**src/rtl/core/binary_max_heap_build_insert_assert.svh**
```systemverilog
// Assertion macros for the binary max-heap block.
// Uses clk_i and rst_ni of the including module; empty for synthesis.
`ifndef BINARY_MAX_HEAP_BUILD_INSERT_ASSERT_SVH
`define BINARY_MAX_HEAP_BUILD_INSERT_ASSERT_SVH
`ifndef SYNTHESIS
`define BMH_ASSERT(lbl, prop, msg) \
  lbl: assert property (@(posedge clk_i) disable iff (!rst_ni) prop) else $error(msg);
`define BMH_NEVER(lbl, cond, msg) \
  lbl: assert property (@(posedge clk_i) disable iff (!rst_ni) !(cond)) else $error(msg);
`else
`define BMH_ASSERT(lbl, prop, msg)
`define BMH_NEVER(lbl, cond, msg)
`endif
`endif

```
**src/rtl/core/bmh_pkg.sv**
```systemverilog
// Package for the binary max-heap block: sequencer states, action and status codes.
// No dependencies.
`timescale 1ns / 1ps
package bmh_pkg;

  localparam int unsigned HeapSlotsDef = 1024;
  localparam int unsigned KeyW         = 32;
  localparam int unsigned CountOutW    = 10;

  localparam logic [1:0] ActLoad   = 2'd0;
  localparam logic [1:0] ActBuild  = 2'd1;
  localparam logic [1:0] ActInsert = 2'd2;

  localparam logic [1:0] StatOk    = 2'd0;
  localparam logic [1:0] StatFull  = 2'd1;
  localparam logic [1:0] StatEmpty = 2'd2;

  typedef enum logic [3:0] {
    StIdle,
    StDecode,
    StInsRd,
    StInsCmp,
    StSdLoad,
    StSdCur,
    StSdChk,
    StSdLeft,
    StSdRight,
    StSdCmp,
    StSdEnd,
    StResp
  } bmh_state_e;

endpackage

```
**src/rtl/core/bmh_cmp.sv**
```systemverilog
// Shared signed key comparator of the heap sequencer.
// Depends on bmh_pkg for the key width.
`timescale 1ns / 1ps
module bmh_cmp (
  input  logic signed [bmh_pkg::KeyW-1:0] a_i,
  input  logic signed [bmh_pkg::KeyW-1:0] b_i,
  output logic                            gt_o
);
  import bmh_pkg::*;

  assign gt_o = (a_i > b_i);

endmodule

```
**config.mk**
```make
export PLATFORM = sky130hd
export DESIGN_NAME = bmh_cmp
export DESIGN_NICKNAME = d
export VERILOG_FILES = /design/src/rtl/core/binary_max_heap_build_insert_assert.svh /design/src/rtl/core/bmh_pkg.sv /design/src/rtl/core/bmh_cmp.sv
export SDC_FILE = /design/constraint.sdc
export NUM_CORES = 1
export LEC_CHECK = 0
export BUFFER_PORTS_ARGS = -buffer_cell sky130_fd_sc_hd__buf_2
export CAP_MARGIN = 15
export CORE_MARGIN = 8
export CORE_UTILIZATION = 30
export DETAILED_ROUTE_END_ITERATION = 7
export PLACE_DENSITY = 0.75
export SLEW_MARGIN = 10
export SYNTH_ARGS = -nofsm -noshare
export SYNTH_HDL_FRONTEND = slang
export SYNTH_SLANG_ARGS = --single-unit
```
**constraint.sdc**
```tcl
create_clock -name vclk -period 2.9
set_input_delay 0.58 -clock vclk [all_inputs]
set_output_delay 0.58 -clock vclk [all_outputs]
set_load 0.01 [all_outputs]
```
### Word-level counts from Yosys, hierarchy flattened

Cells that the tools add are included.

* $lt $le $gt $ge: 1

Operators with widths (number)
* $gt 32x32->1: 1

* flip-flop bits (word level): 0
* input bits: 64
* logic and storage cells: 1

### Depth between registers and ports, before layout

Gate-level depths: netlist (run 1).

* depth in word-level cells: 1
* gate-level depth with buffers: 8
* mapped depth without buffers: 8

### Worst setup path before layout (run 1)

Ideal clock, no wire load.

* kind: in2out
* start: input b_i[14] in the netlist's numbering
* end: output gt_o
* stages: 8
* required time: 2.320 ns
* buffers on the path: 0
* setup slack: 0.264 ns
* arrival time: 2.056 ns
* cell sequence: inv_1 > ha_1 > nand4_1 > nor4_1 > a21boi_1 > o31ai_1 > o2111ai_1 > mux2i_1

* longest elaborated chain between the ends: 1

RTL lines
* start: declaration: RTL line bmh_cmp.sv:6 `input logic signed [bmh_pkg::KeyW-1:0] b_i,`
* $gt 32x32->1: RTL line bmh_cmp.sv:11 `assign gt_o = (a_i > b_i);`
* end: declaration: RTL line bmh_cmp.sv:7 `output logic gt_o`

No other way between the ends.

### Final worst setup path (run 1)

* start: input a_i[11] in the netlist's numbering
* end: output gt_o

* longest elaborated chain between the ends: 1

RTL lines
* start: declaration: RTL line bmh_cmp.sv:5 `input logic signed [bmh_pkg::KeyW-1:0] a_i,`
* $gt 32x32->1: RTL line bmh_cmp.sv:11

No other way between the ends.

==> flow_metrics.env, run 1 <==
export IMPL_period_needed_ns=2.76
export IMPL_syn_to_final_growth_pct=63.1
export IMPL_clkbuf_count=0
export IMPL_final_area_um2=1310
export IMPL_cellLeakagePower_uw=0.000788
export IMPL_flops_and_latches=0
export IMPL_placed_area_um2=1170
export IMPL_vias=987
export IMPL_portBuffers=65
export IMPL_routed_wl_um=2490
export IMPL_drive_gt1_frac=0.469
export IMPL_dieArea_um2=4590
export IMPL_setup_viol=0
export IMPL_dpl_cell_count=208
export IMPL_yosys_warnings=0
export IMPL_start_kind="primary input"
export IMPL_yosysSeqAreaShare=0
export IMPL_syn_area_um2=805
export IMPL_wl_per_cell_um=11.9
export IMPL_drtIter0Drc=16
export IMPL_p_per_area_nw_per_um2=126
export IMPL_syn_avg_cell_area_um2=7.12
export IMPL_netlist_area_leader_share=0.498
export IMPL_whs_ns=1.61
export IMPL_grt_pass1_wl_um=3680
export IMPL_fmax_mhz=363
export IMPL_grtUsageTotal=0.0916
export IMPL_hp_class="primary input to primary output"
export IMPL_die_h_um=67.8
export IMPL_antenna_found_initial=0
export IMPL_synth_nets=209
export IMPL_max_cap_violations=0
export IMPL_hold_violations=0
export IMPL_slew_violations=0
export IMPL_tns_ns=0
export IMPL_yosysTopAreaCell="ha_1"
export IMPL_grt_pass1_vias=957
export IMPL_initial_core_util=0.322
export IMPL_status="finished clean"
export IMPL_finalNonFillerCells=209
export IMPL_path_max_fanout=3
export IMPL_viasPerCell=4.72
export IMPL_rows=18
export IMPL_worst_setup_path_type="primary input to primary output"
export IMPL_irDropWorstVdd_mv=0.0713
export IMPL_seq_area_um2=0
export IMPL_ys_types=19
export IMPL_dr_pass1_iters=4
export IMPL_finalPower_uw=166
export IMPL_gp_congestion=0.718
export IMPL_fin_nets=277
export IMPL_pin_count=65
export IMPL_dpl_hpwl_um=2180
export IMPL_drc=0
export IMPL_worstPathArrival_ns=2.18
export IMPL_core_um2=2500
export IMPL_end_kind="primary output"
export IMPL_grt_overflow=0
export IMPL_worst_pin_slew_ns=0.252
export IMPL_ys_top_cells_by_count="ha_1, inv_1, a21oi_1"
export IMPL_synthCells=113
export IMPL_grt_start_max_net_pins=5
export IMPL_antenna_left=0
export IMPL_relSlewSlack=0.831
export IMPL_required_ns=2.32
export IMPL_fill_cells=255
export IMPL_synthTopCellsByArea="ha_1, inv_1, a21oi_1"
export IMPL_finalCritPeriodShare=0.951
export IMPL_fp_dieW_um=67.8
export IMPL_antenna_cells=0
worst paths after layout:
kind / startpoint / endpoint / slack (ns) / cells after the start
max: a_i[11] / gt_o / 0.14 / 9
min: a_i[31] / gt_o / 1.61 / 4
power by group:
group / total [uW] / internal (uW) / switching, uW
clock network: 0 / 0 / 0
registers: 0 / 0 / 0
logic: 166 / 89.6 / 76.3
cell families (layout without fill, tap and decap cells):
| kind of cell | count (synthesis) | after routing | share of synthesized area |
|---|---|---|---|
| muxes | 1 | 1 | 0.0124 |
| buffers and inverters | 32 | 98 | 0.149 |
| adders and majority gates | 32 | 32 | 0.498 |
| AOI/OAI and AO/OA | 26 | 26 | 0.202 |
| and+or+nand+nor | 22 | 22 | 0.138 |
repair_timing:
item / in CTS / in global routing
hold buffers: 0 / 0
pin swaps: 1 / 11
endpoints found under the setup margin: 1 / 1
setup buffers: 0 / 1
resized for setup: 2 / 19
critical path, stage by stage:
cell,delay [ns]
buf_2,0.12
ha_4,0.27
nand4_1,0.14
nor4_2,0.31
a21boi_2,0.21
o31ai_2,0.08
o2111ai_1,0.14
mux2i_1,0.20
buf_2,0.14
cell usage in the layout, fill, tap and decap left out, types with 2 or more instances in the layout:
cell / Yosys / layout
a21o_1: 4 / 4
a21oi_1: 11 / 9
a21oi_2: 1 / 3
buf_2: 0 / 63
buf_6: 0 / 2
ha_1: 32 / 25
ha_4: 0 / 7
inv_1: 32 / 28
inv_2: 0 / 4
nand2_1: 6 / 6
nand3_1: 3 / 3
nand4_1: 7 / 7
nor2_1: 3 / 3
o21ai_0: 4 / 3
area by class of cell:
| cell class | count | area [um2] | share of cell area |
|---|---|---|---|
| timing repair buffer | 66 | 345 | 0.263 |
| tap | 30 | 37.5 | 0.0286 |
| inverter | 32 | 120 | 0.0915 |
| multi-input combinational | 81 | 810 | 0.617 |
through the flow:
stage          worst slack, ns   util
5_1_grt                -0.0224  0.525
4_1_cts                0.00543  0.471
6_report                 0.142  0.525
3_3_place_gp            0.0495  0.467
2_1_floorplan            0.264      -
3_5_place_dp           -0.0391  0.467
layer usage:
metal / global-route usage / share of wire / vias to the layer above
met2: 0.154 / 0.42 / 50
li1: - / - / 527
met4: 0 / 0 / 0
met1: 0.124 / 0.46 / 410
met5: 0 / 0 / -
met3: 0.0199 / 0.12 / 0
No activity file was read; power rests on OpenSTA's default activity.
==> run 2, diff against run 1 <==
- BUFFER_PORTS_ARGS: -buffer_cell sky130_fd_sc_hd__buf_2 -> not set
- DONT_BUFFER_PORTS: not set -> 1
- PLACE_DENSITY: 0.75 -> 0.55
==> flow_metrics.env, run 2 (same netlist as run 1, synthesis figures left out) <==
export IMPL_grtUsageTotal=0.0826
export IMPL_finalCritPeriodShare=0.946
export IMPL_dpl_hpwl_um=2110
export IMPL_hold_violations=0
export IMPL_pre_cts_ws_ns=-0.00872
export IMPL_cp_num_cells=9
export IMPL_antenna_found_initial=0
export IMPL_grt_pass1_wl_um=3230
export IMPL_utilization=0.393
export IMPL_fmax_mhz=364
export IMPL_crit_start="b_i[14]"
export IMPL_syn_to_final_growth_pct=22.1
export IMPL_p_per_area_nw_per_um2=120
export IMPL_path_max_fanout=3
export IMPL_clkbuf_count=0
export IMPL_cp_slowest_cell="a221o_1"
export IMPL_final_cell_mix="inv_1, ha_1, a21oi_1, nand4_1"
export IMPL_viasPerCell=5.37
export IMPL_worst_slack_ns=0.156
export IMPL_start_kind="primary input"
export IMPL_layout_commonest_cell="inv_1"
export IMPL_drc=0
export IMPL_wl_per_cell_um=15.1
export IMPL_crit_family="compound AO/OA/AOI/OAI gates"
export IMPL_initial_core_util=0.322
export IMPL_period_needed_ns=2.74
export IMPL_grt_pass1_vias=842
export IMPL_vias=789
export IMPL_pin_count=65
export IMPL_dieArea_um2=4590
export IMPL_cp_cell_sequence="inv_1 > ha_4 > a21oi_2 > nand2_1 > a221o_1 > o31ai_2 > o2111ai_2 > mux2i_1 > buf_4"
export IMPL_worst_setup_path_type="primary input to primary output"
export IMPL_portBuffers=0
export IMPL_dr_pass1_iters=2
export IMPL_required_ns=2.32
export IMPL_grt_overflow=0
export IMPL_max_cap_violations=0
export IMPL_crit_path_end="gt_o"
export IMPL_hold_path_startpoint="a_i[31]"
export IMPL_rsz0062_at_grt="no"
export IMPL_rows=18
export IMPL_relSlewSlack=0.789
export IMPL_setup_viol=0
export IMPL_slew_violations=0
export IMPL_routed_wl_um=2220
export IMPL_end_kind="primary output"
export IMPL_drtIter0Drc=6
export IMPL_drive_gt1_frac=0.154
export IMPL_grt_start_max_net_pins=5
export IMPL_max_stage_delay_ns=0.36
export IMPL_status="finished clean"
export IMPL_worst_pin_slew_ns=0.313
export IMPL_antenna_cells=0
export IMPL_antenna_left=0
export IMPL_crit_buf_inv=2
export IMPL_die_h_um=67.8
export IMPL_fin_nets=215
export IMPL_fp_dieW_um=67.8
export IMPL_hp_class="primary input to primary output"
export IMPL_seq_area_um2=0
export IMPL_gp_congestion=0.779
export IMPL_flops_and_latches=0
export IMPL_cellLeakagePower_uw=0.000537
export IMPL_core_um2=2500
export IMPL_worstPathArrival_ns=2.16
export IMPL_irDropWorstVdd_mv=0.0497
export IMPL_hold_buffers=0
run 2: cell types whose count changed in the layout (fill, tap and decap cells not counted):
| cell | change |
|---|---|
| o2111ai_2 | +1 |
| o2111ai_1 | -1 |
| buf_6 | -2 |
| ha_4 | -1 |
| inv_1 | +4 |
| ha_1 | +1 |
| nor4_2 | +1 |
| inv_2 | -4 |
| nor4_4 | -1 |
| buf_2 | -63 |
| buf_4 | +3 |
run 2: cell type report:
type	count	area [um2]
fillers	281	1520
multi-input cells	81	795
inverters	32	120
well taps	30	37.5
repair buffers	4	30.0
run 2: tightest hold or removal path, stage by stage:
cell	delay, ns
ha_1	0.16
mux2i_1	0.08
buf_4	0.14
run 2: worst min path at each step:
stage          cells past startpoint  endpoint  slack (ns)
4_1_cts                            3      gt_o        1.56
3_3_place_gp                       3      gt_o        1.55
5_1_grt                            3      gt_o        1.59
2_1_floorplan                      2      gt_o        1.42
3_5_place_dp                       3      gt_o        1.56
6_report                           3      gt_o        1.55
run 2: stage by stage:
stage / setup TNS, ns / cells / total power (uW) / hold slack [ns] / area (um2)
floorplan: 0 / 113 / 79.6 / 1.42 / 805
detailed placement: -0.00872 / 145 / 103 / 1.56 / 857
finish: 0 / 147 / 117 / 1.55 / 982
CTS: 0 / 145 / 104 / 1.56 / 863
global placement: 0 / 145 / 97.1 / 1.55 / 857
global route: 0 / 147 / 138 / 1.59 / 982
run 2: power by group:
group	switching [uW]	internal, uW
clock network	0	0
registers	0	0
logic	59.2	58.2
total	59.2	58.2
run 2: repair_timing:
item	CTS	global route
pin swaps	0	6
setup buffers	0	2
hold endpoints to repair	0	0
setup endpoints to repair	1	1
gates resized for setup	1	13
run 2: metal layers:
layer | share of wire | up-vias | global-route usage
met4 | 0 | 0 | 0
met3 | 0.092 | 0 | 0.0199
li1 | - | 409 | -
met2 | 0.55 | 33 | 0.176
met5 | 0 | - | 0
met1 | 0.36 | 347 | 0.0810
